**src/rtl/core/ses_pkg.sv**
```systemverilog
`timescale 1ns / 1ps
`default_nettype none
// ----------------------------------------------------------------------------
// Segment execution supervisor package
// Shared types, codes, register limits and the saturating tick helper.
// ----------------------------------------------------------------------------
package ses_pkg;

  localparam int TICK_W = 16;
  localparam int CFG_W  = 16;
  localparam int CMP_W  = (TICK_W > CFG_W) ? TICK_W : CFG_W;

  typedef logic [TICK_W-1:0] tick_t;
  typedef logic [CFG_W-1:0]  cfg_word_t;

  localparam tick_t TICK_MAX = {TICK_W{1'b1}};

  typedef enum logic [2:0] {
    CFG_RUN_TIMEOUT  = 3'd0,
    CFG_HOLD_TIMEOUT = 3'd1,
    CFG_ACCEPT       = 3'd2,
    CFG_REPUBLISH    = 3'd3,
    CFG_FEEDBACK     = 3'd4
  } cfg_idx_t;

  localparam cfg_word_t RUN_TIMEOUT_LOW    = CFG_W'(20);
  localparam cfg_word_t HOLD_TIMEOUT_LOW   = CFG_W'(2);
  localparam cfg_word_t ACCEPT_LOW         = CFG_W'(4);
  localparam cfg_word_t REPUBLISH_LOW      = CFG_W'(2);
  localparam cfg_word_t FEEDBACK_LOW       = CFG_W'(4);

  localparam cfg_word_t RUN_TIMEOUT_RST    = CFG_W'(1200);
  localparam cfg_word_t HOLD_TIMEOUT_RST   = CFG_W'(60);
  localparam cfg_word_t ACCEPT_RST         = CFG_W'(40);
  localparam cfg_word_t REPUBLISH_RST      = CFG_W'(10);
  localparam cfg_word_t FEEDBACK_RST       = CFG_W'(20);

  localparam logic FUNC_START = 1'b0;
  localparam logic FUNC_TICK  = 1'b1;

  localparam logic [2:0] ST_PASS   = 3'd0;
  localparam logic [2:0] ST_HOLD   = 3'd1;
  localparam logic [2:0] ST_REPLAN = 3'd2;
  localparam logic [2:0] ST_ABORT  = 3'd3;

  typedef enum logic [1:0] {
    OC_RUN    = 2'd0,
    OC_OK     = 2'd1,
    OC_FAIL   = 2'd2,
    OC_REPLAN = 2'd3
  } outcome_t;

  typedef enum logic [3:0] {
    RC_NONE        = 4'd0,
    RC_MODE        = 4'd1,
    RC_EMPTY       = 4'd2,
    RC_CANCEL      = 4'd3,
    RC_RUN_TIMEOUT = 4'd4,
    RC_NO_FEEDBACK = 4'd5,
    RC_STALE       = 4'd6,
    RC_HOLD        = 4'd7,
    RC_REPLAN      = 4'd8,
    RC_ABORT       = 4'd9,
    RC_IDLE        = 4'd10
  } reason_t;

  typedef struct packed {
    logic       func;
    logic       mode_failed;
    logic       path_empty;
    logic       cancel_flag;
    logic       report_valid;
    logic [2:0] report_status;
    logic       report_terminal;
  } in_item_t;

  typedef struct packed {
    outcome_t outcome;
    reason_t  reason_code;
    logic     publish_request;
  } out_item_t;

  typedef struct packed {
    cfg_word_t run_timeout_ticks;
    cfg_word_t hold_timeout_ticks;
    cfg_word_t accept_timeout_ticks;
    cfg_word_t republish_ticks;
    cfg_word_t feedback_timeout_ticks;
  } cfg_t;

  typedef struct packed {
    logic  active;
    tick_t elapsed_ticks;
    tick_t since_publish;
    tick_t since_report;
    tick_t hold_ticks;
    logic  holding;
    logic  got_report;
  } sup_state_t;

  // Saturating increment of a tick counter.
  function automatic tick_t bump(input tick_t v);
    bump = (v == TICK_MAX) ? TICK_MAX : v + TICK_W'(1);
  endfunction

endpackage
`default_nettype wire

```
**src/rtl/core/ses_cfg.sv**
```systemverilog
`timescale 1ns / 1ps
`default_nettype none
// ----------------------------------------------------------------------------
// Supervisor configuration registers
// Five timeout registers; writes below the lower limit are raised to it.
// ----------------------------------------------------------------------------
module ses_cfg (
  input  wire logic                clk,
  input  wire logic                rst_n,
  input  wire logic                cfg_we,
  input  wire logic [2:0]          cfg_index,
  input  wire ses_pkg::cfg_word_t  cfg_data,
  output ses_pkg::cfg_t            cfg_o
);
  import ses_pkg::*;

  cfg_t cfg_r;
  cfg_t cfg_nxt;

  function automatic cfg_word_t clamp(input cfg_word_t v, input cfg_word_t low);
    clamp = (v < low) ? low : v;
  endfunction

  always_comb begin
    cfg_nxt = cfg_r;
    if (cfg_we) begin
      case (cfg_idx_t'(cfg_index))
        CFG_RUN_TIMEOUT:  cfg_nxt.run_timeout_ticks =
                              clamp(cfg_data, RUN_TIMEOUT_LOW);
        CFG_HOLD_TIMEOUT: cfg_nxt.hold_timeout_ticks =
                              clamp(cfg_data, HOLD_TIMEOUT_LOW);
        CFG_ACCEPT:       cfg_nxt.accept_timeout_ticks =
                              clamp(cfg_data, ACCEPT_LOW);
        CFG_REPUBLISH:    cfg_nxt.republish_ticks =
                              clamp(cfg_data, REPUBLISH_LOW);
        CFG_FEEDBACK:     cfg_nxt.feedback_timeout_ticks =
                              clamp(cfg_data, FEEDBACK_LOW);
        default:          cfg_nxt = cfg_r;
      endcase
    end
  end

  always_ff @(posedge clk) begin
    if (!rst_n) begin
      cfg_r.run_timeout_ticks      <= RUN_TIMEOUT_RST;
      cfg_r.hold_timeout_ticks     <= HOLD_TIMEOUT_RST;
      cfg_r.accept_timeout_ticks   <= ACCEPT_RST;
      cfg_r.republish_ticks        <= REPUBLISH_RST;
      cfg_r.feedback_timeout_ticks <= FEEDBACK_RST;
    end else begin
      cfg_r <= cfg_nxt;
    end
  end

  assign cfg_o = cfg_r;

endmodule
`default_nettype wire

```
**src/rtl/core/ses_rule.sv**
```systemverilog
`timescale 1ns / 1ps
`default_nettype none
// ----------------------------------------------------------------------------
// Supervisor decision rule
// One supervision pass: result and next state from item, state and config.
// ----------------------------------------------------------------------------
module ses_rule (
  input  wire ses_pkg::in_item_t   item,
  input  wire ses_pkg::sup_state_t st,
  input  wire ses_pkg::cfg_t       cfg,
  output ses_pkg::out_item_t       res,
  output ses_pkg::sup_state_t      st_nxt
);
  import ses_pkg::*;

  logic  pub;
  logic  hold_rep;
  logic  done;
  tick_t hold_eff;

  function automatic logic gt(input tick_t a, input cfg_word_t b);
    gt = CMP_W'(a) > CMP_W'(b);
  endfunction

  always_comb begin
    st_nxt   = st;
    res      = '{outcome: OC_RUN, reason_code: RC_NONE, publish_request: 1'b0};
    pub      = 1'b0;
    done     = 1'b0;
    hold_rep = item.report_valid && (item.report_status == ST_HOLD)
               && !item.report_terminal;
    hold_eff = st.holding ? st.hold_ticks : '0;

    if (item.func == FUNC_START) begin
      st_nxt.active = 1'b0;
      if (item.mode_failed) begin
        res.outcome     = OC_FAIL;
        res.reason_code = RC_MODE;
      end else if (item.path_empty) begin
        res.outcome     = OC_FAIL;
        res.reason_code = RC_EMPTY;
      end else begin
        st_nxt              = '0;
        st_nxt.active       = 1'b1;
        res.publish_request = 1'b1;
      end
    end else if (!st.active) begin
      res.reason_code = RC_IDLE;
    end else if (item.cancel_flag) begin
      st_nxt.active   = 1'b0;
      res.outcome     = OC_FAIL;
      res.reason_code = RC_CANCEL;
    end else if (gt(st.elapsed_ticks, cfg.run_timeout_ticks)) begin
      st_nxt.active   = 1'b0;
      res.outcome     = OC_REPLAN;
      res.reason_code = RC_RUN_TIMEOUT;
    end else begin
      // Republish is due while still unacknowledged; it rides along with
      // whatever else this pass decides.
      pub = !st.got_report &&
            (CMP_W'(st.since_publish) >= CMP_W'(cfg.republish_ticks));
      res.publish_request = pub;
      if (pub) st_nxt.since_publish = '0;
      done = 1'b1;

      if (!st.got_report && gt(st.elapsed_ticks, cfg.accept_timeout_ticks)) begin
        res.outcome     = OC_FAIL;
        res.reason_code = RC_NO_FEEDBACK;
      end else if (st.got_report &&
                   gt(st.since_report, cfg.feedback_timeout_ticks)) begin
        res.outcome     = OC_FAIL;
        res.reason_code = RC_STALE;
      end else if (item.report_valid && hold_rep &&
                   gt(hold_eff, cfg.hold_timeout_ticks)) begin
        res.outcome     = OC_REPLAN;
        res.reason_code = RC_HOLD;
      end else if (item.report_valid && !item.report_terminal &&
                   item.report_status == ST_REPLAN) begin
        res.outcome     = OC_REPLAN;
        res.reason_code = RC_REPLAN;
      end else if (item.report_valid && !item.report_terminal &&
                   item.report_status == ST_ABORT) begin
        res.outcome     = OC_FAIL;
        res.reason_code = RC_ABORT;
      end else if (item.report_valid && item.report_terminal) begin
        if (item.report_status == ST_PASS) begin
          res.outcome     = OC_OK;
          res.reason_code = RC_NONE;
        end else if (item.report_status == ST_REPLAN ||
                     item.report_status == ST_HOLD) begin
          res.outcome     = OC_REPLAN;
          res.reason_code = RC_REPLAN;
        end else begin
          res.outcome     = OC_FAIL;
          res.reason_code = RC_ABORT;
        end
      end else begin
        done = 1'b0;
      end

      if (done) begin
        st_nxt.active = 1'b0;
      end else begin
        // Execution keeps running: apply the report, then advance the timers.
        st_nxt.elapsed_ticks = bump(st.elapsed_ticks);
        st_nxt.since_publish = bump(pub ? '0 : st.since_publish);
        if (item.report_valid) begin
          st_nxt.got_report   = 1'b1;
          st_nxt.since_report = bump('0);
          st_nxt.holding      = hold_rep;
          st_nxt.hold_ticks   = hold_rep ? bump(hold_eff) : '0;
        end else begin
          st_nxt.since_report = bump(st.since_report);
          st_nxt.hold_ticks   = st.holding ? bump(st.hold_ticks) : st.hold_ticks;
        end
      end
    end
  end

endmodule
`default_nettype wire

```
**src/rtl/core/segment_execution_supervisor.sv**
```systemverilog
`timescale 1ns / 1ps
`default_nettype none
// ----------------------------------------------------------------------------
// Segment execution supervisor
// Supervises one path-segment execution counted in poll ticks.
// ----------------------------------------------------------------------------
// Usage: each request on the in_ channel is either a start (func = 0) or one
// poll tick (func = 1). Every request yields exactly one result request on the
// out_ channel carrying the outcome, a reason code and a publish pulse.
// A request is taken at a rising edge with in_valid high and in_stall low; a
// result is taken at an edge with out_valid high and out_stall low.
// The request is captured in an input register, the decision rule runs on it
// combinationally and its result lands in the output register, which drives
// out_valid; the result is taken once out_stall is low. Throughput is one
// request per cycle while the receiver does not stall; the single pass through
// the rule and the state registers sets it.
// When the receiver stalls, the output register holds its result and the
// input register still takes one more request; in_stall rises only when both
// registers are full and the result is stalled.
// The cfg_ port writes the five timeout registers (always ready); write only
// while no request is in flight. Reset restores register defaults, makes the
// supervisor idle and empties both pipeline registers.
// ----------------------------------------------------------------------------
module segment_execution_supervisor (
  input  wire logic                clk,
  input  wire logic                rst_n,
  input  wire logic                in_valid,
  output logic                     in_stall,
  input  wire ses_pkg::in_item_t   in_data,
  output logic                     out_valid,
  input  wire logic                out_stall,
  output ses_pkg::out_item_t       out_data,
  input  wire logic                cfg_valid,
  output logic                     cfg_ready,
  input  wire logic [2:0]          cfg_index,
  input  wire ses_pkg::cfg_word_t  cfg_data
);
  import ses_pkg::*;

  cfg_t       cfg;
  sup_state_t st_r;
  sup_state_t st_nxt;
  out_item_t  res;

  logic       s1_valid_r;
  in_item_t   s1_data_r;
  logic       out_valid_r;
  out_item_t  out_data_r;

  logic       advance;
  logic       in_fire;

  // The output register can take a new result when empty or being drained.
  assign advance   = !out_valid_r || !out_stall;
  assign in_stall  = s1_valid_r && !advance;
  assign in_fire   = in_valid && !in_stall;
  assign cfg_ready = 1'b1;

  ses_cfg u_cfg (
    .clk       (clk),
    .rst_n     (rst_n),
    .cfg_we    (cfg_valid && cfg_ready),
    .cfg_index (cfg_index),
    .cfg_data  (cfg_data),
    .cfg_o     (cfg)
  );

  ses_rule u_rule (
    .item   (s1_data_r),
    .st     (st_r),
    .cfg    (cfg),
    .res    (res),
    .st_nxt (st_nxt)
  );

  // Input register.
  always_ff @(posedge clk) begin
    if (!rst_n) begin
      s1_valid_r <= 1'b0;
    end else if (in_fire) begin
      s1_valid_r <= 1'b1;
    end else if (advance) begin
      s1_valid_r <= 1'b0;
    end
  end

  always_ff @(posedge clk) begin
    if (in_fire) begin
      s1_data_r <= in_data;
    end
  end

  // Supervision state and output register move together with each pass.
  always_ff @(posedge clk) begin
    if (!rst_n) begin
      st_r        <= '0;
      out_valid_r <= 1'b0;
    end else if (advance) begin
      out_valid_r <= s1_valid_r;
      if (s1_valid_r) begin
        st_r <= st_nxt;
      end
    end
  end

  always_ff @(posedge clk) begin
    if (advance && s1_valid_r) begin
      out_data_r <= res;
    end
  end

  assign out_valid = out_valid_r;
  assign out_data  = out_data_r;

  // A pass that ends the execution leaves the supervisor idle.
  a_end_goes_idle: assert property (@(posedge clk) disable iff (!rst_n)
    (advance && s1_valid_r && res.outcome != OC_RUN) |=> !st_r.active)
    else $error("supervisor still active after a final outcome");

  // A publish pulse is only raised before the first follower report.
  a_pub_unacked: assert property (@(posedge clk) disable iff (!rst_n)
    (advance && s1_valid_r && res.publish_request &&
     s1_data_r.func == FUNC_TICK) |-> !st_r.got_report)
    else $error("republish after a follower report");

  // Only a start can bring the supervisor from idle to active.
  a_rise_on_start: assert property (@(posedge clk) disable iff (!rst_n)
    $rose(st_r.active) |-> $past(s1_data_r.func == FUNC_START))
    else $error("supervisor activated without a start");

  // Back-pressure reaches the input only with both registers occupied.
  a_stall_full: assert property (@(posedge clk) disable iff (!rst_n)
    in_stall |-> (s1_valid_r && out_valid_r && out_stall))
    else $error("input stalled with room in the pipeline");

endmodule
`default_nettype wire

```
**config.mk**
```make
export PLATFORM = sky130hd
export DESIGN_NAME = segment_execution_supervisor
export DESIGN_NICKNAME = d
export VERILOG_FILES = /design/src/rtl/core/ses_pkg.sv /design/src/rtl/core/ses_cfg.sv /design/src/rtl/core/ses_rule.sv /design/src/rtl/core/segment_execution_supervisor.sv
export SDC_FILE = /design/constraint.sdc
export NUM_CORES = 1
export LEC_CHECK = 0
export ABC_AREA = 1
export BUFFER_PORTS_ARGS = -buffer_cell sky130_fd_sc_hd__buf_2
export CORE_UTILIZATION = 45
export DETAILED_ROUTE_END_ITERATION = 12
export GPL_TIMING_DRIVEN = 0
export HOLD_SLACK_MARGIN = 0.02
export PLACE_DENSITY = 0.57
export SETUP_SLACK_MARGIN = 0.3
export SLEW_MARGIN = 25
export SYNTH_ARGS = -nofsm -noshare
export SYNTH_HDL_FRONTEND = slang
export SYNTH_SLANG_ARGS = --single-unit
```
**constraint.sdc**
```tcl
create_clock -name clk -period 4.91 [get_ports clk]
set_input_delay 0.7365 -clock clk [delete_from_list [all_inputs] [get_ports clk]]
set_output_delay 0.7365 -clock clk [all_outputs]
set_load 0.01 [all_outputs]
```
# Yosys cells after proc, flatten, opt, wreduce, memory -nomap -nowiden
# Cells that the tools add are included.
[totals]
ff_bits = 165
latch_bits = 0
ram_bits = 0
rom_bits = 0
memories = 0
[classes]
n_addsub = 5
n_mul = 0
div = 0
n_lt_le_gt_ge = 8
eq_ne = 20
shifts = 0
muxes = 56
bitwise_logic = 0
reduce_logical = 35
[op_table]
columns = ["cell", "n"]
rows = [
  ["67-bit 2-to-1 mux", 4],
  ["66-bit 2-to-1 mux", 3],
  ["16-bit 2-to-1 mux", 12],
  ["16-bit by 1-bit adder with 16-bit output (second input constant)", 5],
  ["16-bit equality test (second input constant)", 5],
  ["6-bit 2-to-1 mux", 11],
  ["16-bit greater-than comparator", 4],
  ["32-bit 2-to-1 mux", 1],
  ["1-bit 2-to-1 mux", 20],
  ["9-bit AND reduction", 2],
  ["16-bit >= comparator", 1],
  ["16-bit by 2-bit < comparator with 1-bit output (second input constant)", 1],
  ["16-bit by 3-bit < comparator with 1-bit output (second input constant)", 1],
  ["16-bit by 5-bit < comparator with 1-bit output (second input constant)", 1],
  ["1-bit logical AND", 14],
  ["3-bit by 2-bit equality test with 1-bit output (second input constant)", 4],
  ["2-bit AND reduction", 6],
  ["2-bit != test (second input constant)", 5],
  ["8-bit AND reduction", 1],
  ["7-bit 2-to-1 mux", 1],
  ["7-bit AND reduction", 1],
  ["3-bit by 1-bit equality test with 1-bit output (second input constant)", 2],
  ["1-bit zero test", 6],
  ["3-bit zero test", 2],
  ["8 further kinds", 11],
]

# Depth between registers and ports, before layout
# Gate-level depths: netlist (run 1).
[depth]
depth_word = 17
ltp_mapped = 25

# Cells and area by module
# From an unflattened synthesis (run 1), not the netlist that was laid out.
[unflattened]
cells_unflattened = 1944
area_unflattened_um2 = 12429.4
[by_module_without_submodules]
columns = ["mod", "instances", "cells_each", "area_each_um2", "seq_area_each_um2"]
rows = [
  ["ses_rule", 1, 1112, 5923.2, 0.0],
  ["segment_execution_supervisor", 1, 470, 3565.9, 1861.8],
  ["ses_cfg", 1, 362, 2940.3, 1601.5],
]

# Worst setup path after synthesis (run 1)
# OpenSTA, ideal clock, no wires.
[synth_path]
path_kind = "reg-to-reg"
startpoint = "reg st_r[1] (netlist bit)"
endpoint = "reg st_r[8] (netlist bit)"
arrival_time_ns = 2.521
setup_slack_ns = 2.272
path_stages_with_launch = 21
n_path_buf = 3
path_cell_list = "dfxtp_1 > buf_4 > clkbuf_1 > nand2_1 > inv_1 > ha_1 > a21oi_1 > o21ai_0 > a21oi_1 > nand2_1 > nand2_1 > nand2_2 > inv_2 > nand2_4 > nand2_2 > nand3_4 > a21oi_4 > inv_2 > buf_6 > a21oi_1 > nor2_1"
[synth_between]
elab_chain_cells = 12
[synth_lines]
columns = ["item", "line", "rtl"]
rows = [
  ["start: declaration", "segment_execution_supervisor.sv:41", "sup_state_t st_r;"],
  ["start signal: assignment", "segment_execution_supervisor.sv:101", "st_r <= st_nxt;"],
  ["16-bit 2-to-1 mux", "ses_rule.sv:32", "hold_eff = st.holding ? st.hold_ticks : '0;"],
  ["16-bit greater-than comparator", "ses_rule.sv:22", "gt = CMP_W'(a) > CMP_W'(b);"],
  ["1-bit logical AND", "ses_rule.sv:73", "end else if (item.report_valid && hold_rep &&"],
  ["1-bit 2-to-1 mux", "ses_rule.sv:73", ""],
  ["1-bit 2-to-1 mux", "ses_rule.sv:69", "end else if (st.got_report &&"],
  ["1-bit 2-to-1 mux", "ses_rule.sv:66", "if (!st.got_report && gt(st.elapsed_ticks, cfg.accept_timeout_ticks)) begin"],
  ["1-bit 2-to-1 mux", "ses_rule.sv:53", "end else if (gt(st.elapsed_ticks, cfg.run_timeout_ticks)) begin"],
  ["1-bit 2-to-1 mux", "ses_rule.sv:49", "end else if (item.cancel_flag) begin"],
  ["1-bit 2-to-1 mux", "ses_rule.sv:47", "end else if (!st.active) begin"],
  ["1-bit 2-to-1 mux", "ses_rule.sv:34", "if (item.func == FUNC_START) begin"],
  ["2-bit != test (no source line)", "n/a", ""],
  ["9-bit AND reduction (no source line)", "n/a", ""],
]
# Parallel ways exist; a longest one is shown, timed or not. The select of a mux whose other input is x is not followed.
# A chain may end at the register's enable or synchronous reset.

# Worst setup path after layout (run 1)
[layout_path]
startpoint = "reg st_r[1] (netlist bit)"
endpoint = "reg st_r[12] (netlist bit)"
# Same word-level chain as after synthesis.

==> flow_summary.toml, run 1 <==
[clock_tree]
cts_max_path_buffers = 2
cts_tree = "yes"
worstSkewPairLatency_ps = 440
postCtsSetupBuffers = 0
clockRootBuffer = "clkbuf_16"
cts_resized = 0
ctsHoldBuffers = 0
cts_buffers = 17
cts_num_sinks = 165
clk_pin_slew_worst_paths_ps = 80
cts_max_level = 4

[worst_setup_path]
setup.worst_path.class = "reg2reg"
r2r_setup_slack_ps = 1560
cp-end-kind = "flop"
worst_ep_required_time_ps = 5280
worst-path-max-fanout = 10
critical_path.cell_chain = "buf_4 -> clkbuf_1 -> nand2_1 -> inv_1 -> ha_1 -> a21oi_1 -> o21ai_0 -> a21oi_1 -> nand2_1 -> nand2_1 -> nand2_2 -> inv_2 -> nand2_4 -> nor2_4 -> inv_2 -> clkbuf_1 -> a21oi_1 -> a21oi_2 -> nor2_1"
worst_path_max_delay_cell = "clkbuf_1"
start_kind = "flop"
arrival_ps = 3720
slowest_delay_ps = 400

[route]
drc = 0
drtAntennaViolNets = 0
drtIter0Drc = 619
drtPass1Iterations = 7
vias = 9780
avgViaCountPerCell = 5.36
wl_per_cell_um = 16.7
wirelength_um = 30500

[power_and_ir_drop]
p_leak_nw = 5.00
vdd_drop_max_mv = 0.153
p_per_area_nw_per_um2 = 282

[floorplanning]
initial_core_util = 0.458
num_rows = 55
core_area_um2 = 22600
dieHeight_um = 154
die_area_um2 = 23600
die_x_um = 154
io_pins = 43

[placed_design]
port-buffer-count = 41
gp_congestion = 0.884
pre_cts_ws_ps = 1580
dpl.hpwl_um = 23000
dp_cells = 1794

[synthesis]
synthFlopType = "dfxtp_1"
ys_seq_area_frac = 0.335
synth.net_count = 1585
synth-seq-cells = 165
synth_most_common_cell = "nand2_1"
synth_edf_count = 16
yosysTopAreaCell = "dfxtp_1"
yosys_warnings = 0
ys_async_sr_fraction = 0
yosysUniqueCellTypes = 54
avgSynthCellArea_um2 = 7.04
syn_area_um2 = 10300
netlist.area_leader.share = 0.289
synthTopCellsByCount = "nand2_1 (255), inv_1 (210), a21oi_1 (198)"
synthCells = 1468
synthTopCellsByArea = "dfxtp_1 (29%), ha_1 (10%), a21oi_1 (9.6%), nand2_1 (9.3%), inv_1 (7.6%)"

[grt]
overflow = 0
antenna_found_initial = 0
grt_pass1_wl_um = 48400
grt_max_degree = 19
track_usage = 0.264
grt_pass1_vias = 8986

[sta]
period_minus_slack_ps = 3350
period_share = 0.683
drv_slew = 0
grt_setup_unrepaired = "no"
setup_viol = 0
slew_headroom = 0.333
tightestPinTransition_ps = 987
tns_ps = 0
max_freq_ghz = 0.298
hold_viol = 0
fin_ws_ps = 1560
skew_ps = 21.8

[layout]
antenna_cells = 0
layout.cells.non_filler = 1826
num-nets-final = 1645
area_growth_pct = 11.7
final_layout_size_suffix_gt1_frac = 0.0902

[job]
cap_violations = 0

[run_status]
status = "complete, no violations"

[hold_path]
hold_path_class = "reg2reg"
[flip-flops by register name, indices dropped and copies added, names as in the netlist]
name         cells
st_r            67
out_valid        1
s1_valid_r       1
u_cfg.cfg_o     80
out_data         7
s1_data_r        9
[worst max-delay path, delay by kind of cell, from the launching register on]
| kind | cells | cell delay (ps) |
|---|---|---|
| adder cells (fa/ha/maj) | 1 | 250 |
| buffers and inverters | 6 | 1130 |
| AND/OR/NAND/NOR | 7 | 840 |
| AO/OA/AOI/OAI | 5 | 740 |
| flip-flops | 1 | 310 |
[layer usage]
| metal | vias up | GRT usage | wire length, um |
|---|---|---|---|
| met5 | - | 0 | 0 |
| met4 | 0 | 0.0800 | 595 |
| met3 | 29 | 0.0417 | 1490 |
| met2 | 222 | 0.410 | 13400 |
| met1 | 4518 | 0.375 | 15000 |
| li1 | 5011 | - | - |
[power breakdown]
part / switching, mW / leakage (nW) / internal (mW) / total [mW]
logic: 0.223 / 3.32 / 0.106 / 0.329
registers: 0.0401 / 1.36 / 1.40 / 1.44
clock network: 0.663 / 0.316 / 0.815 / 1.48
[cells in the final DEF (no fill, tap or decap), drive strengths merged]
cell type  Yosys  routed
a211oi         9       9
a21oi        206     206
buf           23      64
clkinv         1       4
nor3b          1       1
nor3          23      23
bufinv         0       2
conb           1       1
and2           1       1
nand3b         1       1
nand3         59      59
nand2        262     262
clkbuf        34      52
o32ai          1       1
xnor2          7       7
o21ai        164     164
o21a           3       3
o211ai         9       9
nor4           5       5
inv          217     226
o21bai         4       4
or4            1       1
dfxtp        149     149
o31ai          3       3
a31oi          9       9
o211a          1       1
nor2         122     122
o22ai          2       2
edfxtp        16      16
nor4b          1       1
xor2          28      28
or3            1       1
nand4         19      19
a22oi          1       1
ha            84      84
[through the flow]
| stage | power [mW] | area (um2) | utilization | hold slack, ps |
|---|---|---|---|---|
| after floorplan | 1.68 | 10300 | - | 443 |
| after global placement | 1.80 | 10900 | 0.483 | 460 |
| after detailed placement | 1.80 | 10900 | 0.483 | 464 |
| after CTS | 3.28 | 11500 | 0.511 | 458 |
| after global routing | 3.38 | 11500 | 0.511 | 449 |
| final | 3.25 | 11500 | 0.511 | 476 |
[cell type report]
class                           instances  area [um2]
Sequential cell                       165        3460
Clock inverter                         14         195
Clock buffer                           18         450
Multi-Input combinational cell       1028        5750
Inverter                              218         823
Tap cell                              285         357
Buffer                                 57         298
Fill cell                            2294       11000
Timing Repair Buffer                   41         205
[cells by family after synthesis]
kind of cell | count (synthesis) | synth area share
AOI/OAI and AO/OA | 412 | 0.214
adders and majority gates | 84 | 0.102
other | 1 | 0.000363
xor gates and xnor gates | 35 | 0.0297
buffers and inverters | 275 | 0.108
DFF | 165 | 0.335
and+or+nand+nor | 496 | 0.210
[worst paths after layout]
kind	start	endpoint	cells after the start
max	st_r[1]	st_r[12]	19
min	u_cfg.cfg_o[65]	u_cfg.cfg_o[65]	2
max reg2reg	st_r[1]	st_r[12]	19
min reg2reg	u_cfg.cfg_o[65]	u_cfg.cfg_o[65]	2
Power figures use the tool's default switching activity.
==> inputs of run 2 (changes only) <==
--- a/config.mk
+++ b/config.mk
@@ -11,7 +11,7 @@
 export DETAILED_ROUTE_END_ITERATION = 12
 export GPL_TIMING_DRIVEN = 0
 export HOLD_SLACK_MARGIN = 0.02
-export PLACE_DENSITY = 0.57
+export PLACE_DENSITY = 0.6
 export SETUP_SLACK_MARGIN = 0.3
 export SLEW_MARGIN = 25
 export SYNTH_ARGS = -nofsm -noshare
==> constraint.sdc (replaced) <==
create_clock -name clk -period 3 [get_ports clk]
set_input_delay 0.45 -clock clk [delete_from_list [all_inputs] [get_ports clk]]
set_output_delay 0.45 -clock clk [all_outputs]
set_load 0.01 [all_outputs]
==> flow_summary.toml, run 2 (synthesis results as in run 1) <==
[run_status]
status = "complete, no violations"

[job]
cap_violations = 0

[floorplanning]
die_area_um2 = 23600
core_area_um2 = 22600
dieHeight_um = 154
initial_core_util = 0.458
num_rows = 55
io_pins = 43
die_x_um = 154

[clock_tree]
cts_tree = "yes"
clockRootBuffer = "clkbuf_16"
cts_num_sinks = 165
clk_pin_slew_worst_paths_ps = 80
cts_buffers = 17
worstSkewPairLatency_ps = 440
cts_max_level = 4
cts_max_path_buffers = 2

[route]
wirelength_um = 33400
vias = 10300
drtAntennaViolNets = 0
avgViaCountPerCell = 5.53
drtIter0Drc = 750
wl_per_cell_um = 17.9
drtPass1Iterations = 5
drc = 0

[power_and_ir_drop]
p_leak_nw = 5.51
power_mw = 5.44
vdd_drop_max_mv = 0.309
p_per_area_nw_per_um2 = 422

[grt]
track_usage = 0.276
grt_pass1_vias = 9437
overflow = 0
grt_max_degree = 17
grt_pass1_wl_um = 50400
antenna_found_initial = 0

[layout]
antenna_cells = 0
area_growth_pct = 24.6
nFillCells = 2149
seq_area_um2 = 3480
mostFrequentLayoutCell = "nand2_1"
multi_input_area_um2 = 6440
final_layout_size_suffix_gt1_frac = 0.201
largest_reg_flops = 80
layout_common_cells = "nand2_1 (233), inv_1 (201), a21oi_1 (169)"
layout.cells.non_filler = 1866
num-nets-final = 1685

[sta]
max_freq_ghz = 0.363
tns_ps = 0
slew_headroom = 0.319
tightestPinTransition_ps = 1020
skew_ps = 22.0
hold_viol = 0
period_minus_slack_ps = 2760
drv_slew = 0
grt_setup_unrepaired = "yes"
holdWs_ps = 175
setup_viol = 0
period_share = 0.918

[placed_design]
gp_congestion = 0.917
dp_cells = 1794
dpl.hpwl_um = 23100
port-buffer-count = 41

[worst_setup_path]
worst-path-max-fanout = 5
arrival_ps = 3120
start_kind = "flop"
setup.worst_path.class = "reg2reg"
cp-end-kind = "flop"
r2r_setup_slack_ps = 240
worst_ep_required_time_ps = 3360

[hold_path]
hold_path_class = "in2reg"
[run 2: cell count changes in the layout (fill, tap and decap cells not counted), sizes merged]
cell and change:
buf +38, bufinv +1, clkbuf +1, clkinv +1
clkinvlp +1, inv -2
[run 2: final cells by class]
type	count	area share
timing repair buffer	81	0.0544
clock inverter	15	0.0149
buffer	57	0.0333
sequential	165	0.271
tap	285	0.0277
inverter	218	0.0655
clock buffer	17	0.0330
multi-input combinational	1028	0.501
[run 2: through the flow]
step | util | setup WS (ps) | instance area [um2]
finish | 0.570 | 245 | 12900
global route | 0.570 | 85.5 | 12900
CTS | 0.534 | 268 | 12000
detailed placement | 0.483 | -304 | 10900
global placement | 0.483 | -330 | 10900
floorplan | - | 362 | 10300
[run 2: final timing paths]
kind,from,endpoint,cells after the start
max,st_r[1],st_r[8],21
min,in_data[5],s1_data_r[5],1
max reg2reg,st_r[1],st_r[8],21
min reg2reg,u_cfg.cfg_o[71],u_cfg.cfg_o[71],2
[run 2: what timing repair did]
item                                    in CTS  in global routing
pin swaps                                   23                 49
endpoints found under the setup margin      68                 66
resized for setup                           74                187
hold buffers                                 0                  0
buffers inserted                            23                 10
gates cloned                                 3                  4
[run 2: worst max-delay path, cell delays in order, from the launching register on]
cell	delay, ps
dfxtp_2	330
buf_6	130
buf_4	150
nand2_2	90
inv_2	50
ha_4	270
nand2_2	60
nor2_2	130
nand2_1	80
nor2_1	110
nor2_1	60
nand2_2	100
nand2_4	80
inv_4	80
nand2_8	60
nand2_4	70
nand3_4	110
a21oi_4	240
buf_12	160
buf_8	120
o21ai_0	80
nor2_1	110
[run 2: metal layers]
| metal | vias to the layer above | track usage | part of all wire |
|---|---|---|---|
| met2 | 347 | 0.422 | 0.45 |
| li1 | 5087 | - | - |
| met5 | - | 0 | 0 |
| met3 | 65 | 0.0505 | 0.063 |
| met1 | 4827 | 0.376 | 0.45 |
| met4 | 0 | 0.128 | 0.036 |
[run 2: report_power, final]
part / switching [mW] / leakage (nW) / internal [mW]
sequential: 0.0674 / 1.37 / 2.30
clock: 1.05 / 0.303 / 1.34
combinational: 0.438 / 3.83 / 0.249
==> inputs of run 3 (changes only) <==
--- a/config.mk
+++ b/config.mk
@@ -6,7 +6,7 @@
 export NUM_CORES = 1
 export LEC_CHECK = 0
 export ABC_AREA = 1
-export BUFFER_PORTS_ARGS = -buffer_cell sky130_fd_sc_hd__buf_2
+export BUFFER_PORTS_ARGS = -buffer_cell sky130_fd_sc_hd__clkbuf_2
 export CORE_UTILIZATION = 45
 export DETAILED_ROUTE_END_ITERATION = 12
 export GPL_TIMING_DRIVEN = 0
==> flow_summary.toml, run 3 (synthesis results as in run 1) <==
[route]
drc = 0
wl_per_cell_um = 17.5
avgViaCountPerCell = 5.49
wirelength_um = 32500
drtPass1Iterations = 5
drtIter0Drc = 879
vias = 10200
drtAntennaViolNets = 0

[clock_tree]
cts_tree = "yes"
clk_pin_slew_worst_paths_ps = 70
ctsHoldBuffers = 0
worstSkewPairLatency_ps = 450
cts_num_sinks = 165
cts_buffers = 17
cts_max_path_buffers = 2
cts_max_level = 4
clockRootBuffer = "clkbuf_16"

[layout]
final_util = 0.559
mostFrequentLayoutCell = "nand2_1"
antenna_cells = 0
num-nets-final = 1680
largest_reg_flops = 80
area_growth_pct = 22.0
final_layout_size_suffix_gt1_frac = 0.188
layout_common_cells = "nand2_1 (238), inv_1 (200), a21oi_1 (166)"
nFillCells = 2198

[job]
cap_violations = 0

[worst_setup_path]
worst_ep_required_time_ps = 3380
setup.worst_path.class = "reg2reg"
arrival_ps = 3150
cp-end-kind = "flop"
start_kind = "flop"
worst-path-max-fanout = 5

[grt]
antenna_found_initial = 0
track_usage = 0.271
grt_max_degree = 17
overflow = 0
grt_pass1_wl_um = 49400
grt_pass1_vias = 9111

[power_and_ir_drop]
p_leak_nw = 5.42
p_per_area_nw_per_um2 = 405
vdd_drop_max_mv = 0.311

[sta]
drv_slew = 0
grt_setup_unrepaired = "yes"
skew_ps = 14.3
hold_viol = 0
tns_ps = 0
tightestPinTransition_ps = 890
period_share = 0.925
period_minus_slack_ps = 2770
setup_viol = 0
slew_headroom = 0.402
max_freq_ghz = 0.361

[floorplanning]
num_rows = 55
die_area_um2 = 23600
initial_core_util = 0.458
core_area_um2 = 22600
dieHeight_um = 154
io_pins = 43
die_x_um = 154

[placed_design]
port-buffer-count = 41
gp_congestion = 0.920
dpl.hpwl_um = 22900

[hold_path]
hold_path_class = "in2reg"

[run_status]
status = "complete, no violations"
run 3: cell types whose count changed in the layout (fill, tap and decap cells not counted), sizes merged:
cell | previous run | this run
buf | 102 | 53
clkbuf | 53 | 98
bufinv | 3 | 0
clkinv | 5 | 8
inv | 224 | 223
run 3: cell type report:
class                   instances  area, um2  share of cell area
clock inverters                14        118             0.00933
plain buffers                  57        419              0.0332
well taps                     285        357              0.0283
multi-input cells            1028       6320               0.501
inverters                     218        848              0.0673
flip-flops and latches        165       3490               0.276
clock buffers                  18        429              0.0340
repair buffers                 76        633              0.0502
run 3: stage by stage:
step                      hold slack (ps)  instance area (um2)  worst slack [ps]  instances  power [mW]
after floorplan                       443                10300               362       1468        2.75
after global placement                460                10900              -365       1794        2.94
after detailed placement              465                10900              -368       1794        2.95
after CTS                             166                11900               275       1853        5.07
after global routing                  163                12600              65.0       1861        5.29
final                                 176                12600               226       1861        5.10
run 3: routing by layer:
metal | vias to the layer above | part of all wire | global-route usage
met5 | - | 0 | 0
met4 | 0 | 0.034 | 0.115
met3 | 59 | 0.059 | 0.0476
met2 | 310 | 0.44 | 0.417
met1 | 4767 | 0.47 | 0.372
li1 | 5073 | - | -
run 3: worst paths after layout:
path	startpoint	end	slack (ps)	depth (start not counted)
min	in_data[5]	s1_data_r[5]	180	1
min reg2reg	u_cfg.cfg_o[71]	u_cfg.cfg_o[71]	480	2
max	st_r[1]	st_r[11]	230	21
max reg2reg	st_r[1]	st_r[11]	230	21
run 3: worst max-delay path, stage by stage (launching register included):
cell and delay [ps]:
dfxtp_2 320, buf_6 130, clkbuf_16 170, nand2_2 90, inv_4 50, ha_4 260, nand2_1 60, nor2_2 130
nand2_1 80, nor2_1 110, nor2_1 60, nand2_2 100, nand2_4 80, inv_4 70, nand2_4 60, nand2_4 70
nand3_4 110, a21oi_4 250, buf_6 170, clkbuf_16 150, o21ai_1 60, nor2_1 110
run 3: timing repair:
| action | CTS | global route |
|---|---|---|
| buffers inserted | 24 | 2 |
| pin swaps | 26 | 28 |
| gates resized for setup | 60 | 175 |
| endpoints found under the setup margin | 68 | 67 |
| cloned | 3 | 6 |
run 3: report_power, final:
group	total [mW]	internal [mW]	switching, mW
Combinational	0.647	0.225	0.422
Sequential	2.36	2.30	0.0637
Clock	2.09	1.08	1.01
Total	5.10	3.61	1.50
